===== src/sv/scl_pkg.sv =====
package scl_pkg;

    localparam int unsigned KW_COUNT = 11;

    localparam logic [4:0] LINE_MAX  = 5'd30;
    localparam logic [4:0] FIELD_MAX = 5'd28;

    localparam logic [7:0] CHAR_OPEN  = 8'h43;  // 'C'
    localparam logic [7:0] CHAR_COMMA = 8'h2C;  // ','
    localparam logic [7:0] CHAR_CR    = 8'h0D;  // carriage return

    localparam logic [31:0] TEAM_CODE_RESET = 32'h3230_3332;

    localparam logic [3:0] CODE_NONE = 4'd0;

    localparam logic [2:0] FIELD_TEAM    = 3'd1;
    localparam logic [2:0] FIELD_KEYWORD = 3'd2;
    localparam logic [2:0] FIELD_LAST    = 3'd7;

    localparam logic [4:0] TEAM_LEN = 5'd4;

    // Keyword text, unused positions zero; keyword k maps to command code k+1.
    localparam logic [7:0] KW_TEXT [KW_COUNT][4] = '{
        '{8'h43, 8'h58, 8'h00, 8'h00},   // CX
        '{8'h53, 8'h49, 8'h4D, 8'h50},   // SIMP
        '{8'h53, 8'h49, 8'h4D, 8'h00},   // SIM
        '{8'h49, 8'h4D, 8'h55, 8'h00},   // IMU
        '{8'h43, 8'h41, 8'h4C, 8'h00},   // CAL
        '{8'h53, 8'h54, 8'h00, 8'h00},   // ST
        '{8'h43, 8'h52, 8'h00, 8'h00},   // CR
        '{8'h42, 8'h43, 8'h4E, 8'h00},   // BCN
        '{8'h47, 8'h42, 8'h00, 8'h00},   // GB
        '{8'h48, 8'h53, 8'h00, 8'h00},   // HS
        '{8'h43, 8'h41, 8'h4D, 8'h00}    // CAM
    };

    localparam logic [4:0] KW_LEN [KW_COUNT] = '{
        5'd2, 5'd4, 5'd3, 5'd3, 5'd3, 5'd2, 5'd2, 5'd3, 5'd2, 5'd2, 5'd3
    };

    typedef struct packed {
        logic                in_line;
        logic [4:0]          line_length;
        logic [2:0]          field_index;
        logic [4:0]          field_char_pos;
        logic [KW_COUNT-1:0] keyword_alive;
        logic                team_alive;
        logic                overflowed;
    } scl_state_t;

    typedef struct packed {
        logic       valid;
        logic [3:0] command_code;
        logic       team_ok;
        logic       line_overflow;
    } scl_result_t;

endpackage


===== src/sv/serial_command_line_recognizer.sv =====
// Decode: a byte accepted at a rising edge is held in the input register and decoded there;
//   the result of a closing carriage return is loaded into the result register when that
//   byte advances, and from there it sits on m_tdata.
// Throughput: one byte per cycle; only a closing carriage return waits, and only while
//   an earlier result is still held untaken on the result side.
// Reset: aresetn low at a rising edge clears the line state and both handshake stages
//   and loads team_code with "2032".
module serial_command_line_recognizer
    import scl_pkg::*;
(
    input  logic        aclk,
    input  logic        aresetn,

    input  logic        s_tvalid,
    output logic        s_tready,
    input  logic [7:0]  s_tdata,     // [7:0] rx_byte

    output logic        m_tvalid,
    input  logic        m_tready,
    output logic [7:0]  m_tdata,     // [3:0] command_code, [4] team_ok, [5] line_overflow

    input  logic        cfg_we,
    input  logic [31:0] cfg_wdata    // team_code, first character in [31:24]
);

    logic        in_valid_reg;
    logic [7:0]  in_byte_reg;
    scl_state_t  st_reg;
    scl_state_t  st_next;
    scl_result_t res;
    logic        out_valid_reg;
    logic [3:0]  out_code_reg;
    logic        out_tok_reg;
    logic        out_ovf_reg;
    logic [31:0] team_code_reg;
    logic        advance;

    // Advance the held byte when it gives no result, or when the result register is
    // free or is being drained in this same cycle; only a closing byte ever waits on
    // the output side.
    assign advance  = in_valid_reg && (!res.valid || !out_valid_reg || m_tready);
    assign s_tready = !in_valid_reg || advance;

    scl_core u_core (
        .rx_byte   (in_byte_reg),
        .team_code (team_code_reg),
        .st        (st_reg),
        .st_next   (st_next),
        .res       (res)
    );

    // Team code register: load on cfg_we; the writer must issue it only while no
    // transaction is in flight; the register itself does not enforce this.
    always_ff @(posedge aclk) begin
        if (!aresetn) begin
            team_code_reg <= TEAM_CODE_RESET;
        end else if (cfg_we) begin
            team_code_reg <= cfg_wdata;
        end
    end

    // Input register: hold the byte of the last transaction until it is decoded.
    always_ff @(posedge aclk) begin
        if (!aresetn) begin
            in_valid_reg <= 1'b0;
        end else if (s_tready) begin
            in_valid_reg <= s_tvalid;
        end
    end

    always_ff @(posedge aclk) begin
        if (s_tready && s_tvalid) begin
            in_byte_reg <= s_tdata;
        end
    end

    // Line state: advance by one byte per decode.
    always_ff @(posedge aclk) begin
        if (!aresetn) begin
            st_reg <= '0;
        end else if (advance) begin
            st_reg <= st_next;
        end
    end

    // Result register: drop the held result once taken, load a new one on a close.
    always_ff @(posedge aclk) begin
        if (!aresetn) begin
            out_valid_reg <= 1'b0;
        end else if (advance && res.valid) begin
            out_valid_reg <= 1'b1;
        end else if (m_tready) begin
            out_valid_reg <= 1'b0;
        end
    end

    always_ff @(posedge aclk) begin
        if (advance && res.valid) begin
            out_code_reg <= res.command_code;
            out_tok_reg  <= res.team_ok;
            out_ovf_reg  <= res.line_overflow;
        end
    end

    assign m_tvalid = out_valid_reg;
    assign m_tdata  = {2'b00, out_ovf_reg, out_tok_reg, out_code_reg};

endmodule


===== src/sv/scl_core.sv =====
module scl_core
    import scl_pkg::*;
(
    input  logic [7:0]  rx_byte,
    input  logic [31:0] team_code,
    input  scl_state_t  st,
    output scl_state_t  st_next,
    output scl_result_t res
);

    logic [KW_COUNT-1:0] kw_closed;
    logic [KW_COUNT-1:0] kw_char_ok;
    logic                team_closed;
    logic                team_char_ok;
    logic [7:0]          team_char;
    logic                tok;
    logic [3:0]          first_code;

    // Team character at the current position, first character in the top byte.
    always_comb begin
        case (st.field_char_pos[1:0])
            2'd0:    team_char = team_code[31:24];
            2'd1:    team_char = team_code[23:16];
            2'd2:    team_char = team_code[15:8];
            default: team_char = team_code[7:0];
        endcase
    end

    assign team_char_ok = (st.field_char_pos < TEAM_LEN) && (team_char == rx_byte);

    // Field close: keep only exact-length candidates.
    always_comb begin
        team_closed = st.team_alive;
        if (st.field_index == FIELD_TEAM && st.field_char_pos != TEAM_LEN) begin
            team_closed = 1'b0;
        end
        for (int k = 0; k < KW_COUNT; k++) begin
            kw_closed[k] = st.keyword_alive[k];
            if (st.field_index == FIELD_KEYWORD && st.field_char_pos != KW_LEN[k]) begin
                kw_closed[k] = 1'b0;
            end
            kw_char_ok[k] = (st.field_char_pos < KW_LEN[k]) &&
                            (KW_TEXT[k][st.field_char_pos[1:0]] == rx_byte);
        end
    end

    // Lowest surviving keyword wins.
    always_comb begin
        first_code = CODE_NONE;
        for (int k = KW_COUNT - 1; k >= 0; k--) begin
            if (kw_closed[k]) begin
                first_code = 4'(k + 1);
            end
        end
    end

    assign tok = (st.field_index >= FIELD_TEAM) && team_closed;

    always_comb begin
        st_next = st;
        res     = '0;
        if (!st.in_line) begin
            if (rx_byte == CHAR_OPEN) begin
                st_next.in_line        = 1'b1;
                st_next.line_length    = 5'd1;
                st_next.field_index    = 3'd0;
                st_next.field_char_pos = 5'd1;
                st_next.keyword_alive  = '1;
                st_next.team_alive     = 1'b1;
                st_next.overflowed     = 1'b0;
            end
        end else if (rx_byte == CHAR_CR) begin
            res.valid         = 1'b1;
            res.line_overflow = st.overflowed;
            if (!st.overflowed) begin
                res.team_ok = tok;
                if (tok && st.field_index >= FIELD_KEYWORD) begin
                    res.command_code = first_code;
                end
            end
            st_next = '0;
        end else if (!st.overflowed) begin
            if (st.line_length >= LINE_MAX) begin
                st_next.overflowed = 1'b1;
            end else begin
                st_next.line_length = st.line_length + 5'd1;
                if (rx_byte == CHAR_COMMA) begin
                    st_next.team_alive     = team_closed;
                    st_next.keyword_alive  = kw_closed;
                    st_next.field_char_pos = 5'd0;
                    if (st.field_index < FIELD_LAST) begin
                        st_next.field_index = st.field_index + 3'd1;
                    end
                end else begin
                    if (st.field_index == FIELD_TEAM) begin
                        st_next.team_alive = st.team_alive & team_char_ok;
                    end else if (st.field_index == FIELD_KEYWORD) begin
                        st_next.keyword_alive = st.keyword_alive & kw_char_ok;
                    end
                    if (st.field_char_pos < FIELD_MAX) begin
                        st_next.field_char_pos = st.field_char_pos + 5'd1;
                    end
                end
            end
        end
    end

endmodule

===== config.mk =====
export PLATFORM = sky130hd
export DESIGN_NAME = serial_command_line_recognizer
export DESIGN_NICKNAME = d
export VERILOG_FILES = /design/src/sv/scl_pkg.sv /design/src/sv/serial_command_line_recognizer.sv /design/src/sv/scl_core.sv
export SDC_FILE = /design/constraint.sdc
export NUM_CORES = 1
export LEC_CHECK = 0
export ABC_AREA = 1
export BUFFER_PORTS_ARGS = -buffer_cell sky130_fd_sc_hd__buf_2
export CAP_MARGIN = 20
export CORE_ASPECT_RATIO = 1.2
export CORE_UTILIZATION = 47
export DETAILED_ROUTE_END_ITERATION = 6
export PLACE_DENSITY_LB_ADDON = 0.3
export SLEW_MARGIN = 20
export SYNTH_ARGS = -nofsm -noshare
export SYNTH_HDL_FRONTEND = slang
export SYNTH_SLANG_ARGS = --single-unit
export TNS_END_PERCENT = 1

===== constraint.sdc =====
create_clock -name aclk -period 6.5 [get_ports aclk]
set_input_delay 0.325 -clock aclk [delete_from_list [all_inputs] [get_ports aclk]]
set_output_delay 0.325 -clock aclk [all_outputs]
set_load 0.02 [all_outputs]

==> run_results.csv <==
group,metric,value,unit
timing,holdWs,140,ps
pwr,p_int,0.698,mW
final_layout,largest_register_ffs,32,
final_layout,drive_above_1_share,0.152,
timing,rsz0062_at_grt,"false",
pwr,vdd_drop_max,0.147,mV
routing,drt_iter0_markers,238,
floorplan,die_y,109,um
pwr,power.leakage,2.14,nW
yosys,async_flop_share,0,
floorplan,coreArea,9130,um^2
yosys,synth-compound-area-share,0.177,
timing,fmax,364,MHz
global_route,grt_pass1_vias,4030,
timing,fin_crit_sh,0.422,
routing,wl,11600,um
routing,routed_via_density,5.37,
yosys,post_synth_num_cell_types,45,
timing,final_hold_viol_count,0,
timing,tightestPinTransition,856,ps
final_layout,fin_util,0.532,
setup_path,rr_endpoint,"st_reg[11]$_SDFFE_PN0P_",
clock_network,cts-buffers-inserted,9,
yosys,seq_area_frac_synth,0.369,
clock_network,clk_latency,360,ps
setup_path,ff2ff_setup_slack,3760,ps
setup_path,worstPathArrival,3000,ps
timing,skew,7.73,ps
floorplan,num_io_pins,55,
pwr,clockPowerShare,0.365,
yosys,netlist_instances,635,
routing,ant_nets,0,
placement,numPortBuffers,52,
clock_network,post_cts_buffers,0,
clock_network,cts-resized-gates,0,
routing,drc,0,
clock_network,cts_sinks,75,
final_layout,fin_nets,723,
placement,dp_hpwl,8760,um
placement,gp_congestion,0.891,
global_route,antenna_found_initial,0,
pwr,netSwitchingPower,0.250,mW
yosys,synth_edf_count,14,
yosys,ys_seq_elements,75,
global_route,grt_overflow,0,
routing,vias,4254,
timing,setup-tns-final,0,ps
timing,slew_violations,0,
floorplan,fp.dieW,90.8,um
setup_path,worstSetupPathType,"flip-flop to flip-flop",
pwr,power.share.combinational,0.097,
setup_path,crit_required,6760,ps
run,cap_violations,0,
yosys,synthSimpleGateAreaFrac,0.309,
floorplan,initial_core_util,0.487,
yosys,synthXorXnorAreaFrac,0.0197,
setup_path,worstSetupEndpointType,"flip-flop",
clock_network,cts_hold_buffers,0,
routing,routedWlPerCell,14.7,um
final_layout,instances_no_fill,792,
setup_path,worstSetupStartpointType,"flip-flop",
placement,pre_cts_ws,3830,ps
min_path,hold_start,"s_tdata[0]",
timing,final.setup.worst_slack,3760,ps
final_layout,fin_area,4860,um^2
setup_path,crit_fanout,15,
yosys,ys_warn_count,0,
global_route,grt_usage,0.246,
final_layout,syn_to_final_growth,9.37,%
yosys,ys.flop_type,"dfxtp_1",
floorplan,rows,38,
setup_path,r2r-start,"in_byte_reg[4]$_DFFE_PP_",
final_layout,antenna_cells,0,
floorplan,die_area,9850,um^2
clock_network,max-clock-path-buffers,2,
pwr,power.density,195,nW/um^2
routing,drt-pass1-iter-count,5,
global_route,grt_max_degree,51,
setup_path,rr_worst_depth,12,
pwr,p_total,0.948,mW
pwr,seq_power_share,0.538,
min_path,holdCritPathClass,"input port to flip-flop",
yosys,synth_top_family_by_area,"simple AND/OR/NAND/NOR gates",
clock_network,cts-root-buf,"clkbuf_8",
timing,setup_viol_count_final,0,
timing,slew_headroom,0.430,
run_status,status,"finished, final reports clean",
yosys,yosys.area_share.adder,0.0310,
placement,place_area,4680,um^2
clock_network,cts_tree,"done",
min_path,hold_depth,1,
pwr,sw_frac_of_total,0.264,
clock_network,cts_max_level,3,
min_path,holdPathEnd,"in_byte_reg[0]$_DFFE_PP_",
placement,placed_cells,776,
clock_network,clkSlewWorstSetupHoldPaths,80,ps
yosys,syn_avg_cell_area,7.00,um^2
global_route,grt_first_pass_wirelength,19000,um
yosys,synth_area,4440,um^2
timing,min_period,2740,ps
yosys,synthMuxAreaShare,0,
power groups by stage:
stage,Sequential (mW),Combinational (mW),Clock [mW]
2_1_floorplan,0.510,0.0726,0
3_3_place_gp,0.520,0.0903,0
3_5_place_dp,0.521,0.0910,0
4_1_cts,0.510,0.0915,0.350
5_1_grt,0.512,0.104,0.370
6_report,0.510,0.0921,0.346
critical path, cell delays in order (launching register included):
cell and delay [ps]:
edfxtp_1 580, inv_2 150, nand2_1 60, nor3_1 130, nand2_1 310, inv_2 340
nor2_1 130, o21ai_2 80, nand2_2 80, nor2_4 300, o21ai_2 230, a21oi_1 190
nor2_1 50
layout make-up:
class	instances	area, um^2
clock buffer	9	124
clock inverter	7	58.8
fill	946	4270
inverter	61	233
multi-input combinational	468	2390
sequential	75	1640
tap	120	150
timing repair buffer	52	260
logic make-up after synthesis:
| logic type | Yosys count |
|---|---|
| xor+xnor | 10 |
| fa+ha+maj | 11 |
| flops | 75 |
| compound gates | 139 |
| other cells | 1 |
| buf+inv | 93 |
| simple gates | 306 |
cell usage in the layout, fill, tap and decap left out, types with 2 or more instances in the layout:
cell      synthesis  layout
a211oi_1          4       4
a21oi_1          46      46
a21oi_2           2       2
a31oi_1           2       2
buf_2             6      52
clkbuf_8          0       9
clkinv_1          1       2
clkinv_2          1       6
conb_1            1       2
dfxtp_1          61      61
edfxtp_1         14      14
ha_1             11      11
inv_1            52      52
inv_2             6       6
nand2_1         136     136
nand2_2           6       6
nand2_4           2       2
nand3_1          41      41
nand4_1          10      10
nor2_1           87      87
nor2_2            3       3
nor2_4            4       4
nor2_8            2       2
nor3_1            9       9
o211a_1           3       3
o211ai_1          6       6
o21ai_0          57      57
o21ai_1          10      10
o21ai_2           2       2
o21ai_4           2       2
o22ai_1           2       2
or2_2             2       2
xnor2_1           3       3
xor2_1            7       7
cell usage after synthesis, types with 2 or more instances:
master / count / area (um^2)
a31oi_1: 2 / 12.5
inv_1: 52 / 195
ha_1: 11 / 138
nor3_1: 9 / 45.0
a21oi_1: 46 / 230
o21ai_0: 57 / 285
o22ai_1: 2 / 12.5
nor2_1: 87 / 327
nand4_1: 10 / 62.6
buf_2: 6 / 30.0
o21ai_4: 2 / 32.5
nand2_4: 2 / 22.5
nor2_2: 3 / 18.8
inv_2: 6 / 22.5
xnor2_1: 3 / 26.3
nand2_2: 6 / 37.5
buf_1: 2 / 7.51
a211oi_1: 4 / 30.0
o211a_1: 3 / 30.0
clkbuf_1: 13 / 48.8
xor2_1: 7 / 61.3
a21oi_2: 2 / 17.5
o21ai_2: 2 / 17.5
nor2_8: 2 / 40.0
nor2_4: 4 / 45.0
or2_2: 2 / 12.5
nand3_1: 41 / 205
nand2_1: 136 / 510
buf_6: 3 / 33.8
dfxtp_1: 61 / 1220
edfxtp_1: 14 / 420
o211ai_1: 6 / 45.0
buf_4: 8 / 60.1
o21ai_1: 10 / 50.1
layer usage:
metal | GRT usage | routed length [um]
met1 | 0.285 | 4960
met2 | 0.440 | 5770
met3 | 0.0457 | 530
met4 | 0.113 | 359
met5 | 0 | 0
worst max path at each step:
stage / startpoint / to / cells past startpoint / slack (ps)
global route: in_byte_reg[4]$_DFFE_PP_ / st_reg[7]$_SDFFE_PN0P_ / 12 / 3530
floorplan: st_reg[14]$_SDFFE_PN0P_ / st_reg[1]$_SDFFE_PN0P_ / 14 / 4380
global placement: in_byte_reg[4]$_DFFE_PP_ / st_reg[5]$_SDFFE_PN0P_ / 11 / 3960
finish: in_byte_reg[4]$_DFFE_PP_ / st_reg[11]$_SDFFE_PN0P_ / 12 / 3760
detailed placement: in_byte_reg[4]$_DFFE_PP_ / st_reg[11]$_SDFFE_PN0P_ / 12 / 3830
CTS: in_byte_reg[4]$_DFFE_PP_ / st_reg[11]$_SDFFE_PN0P_ / 12 / 3810
Power figures use the tool's default switching activity.
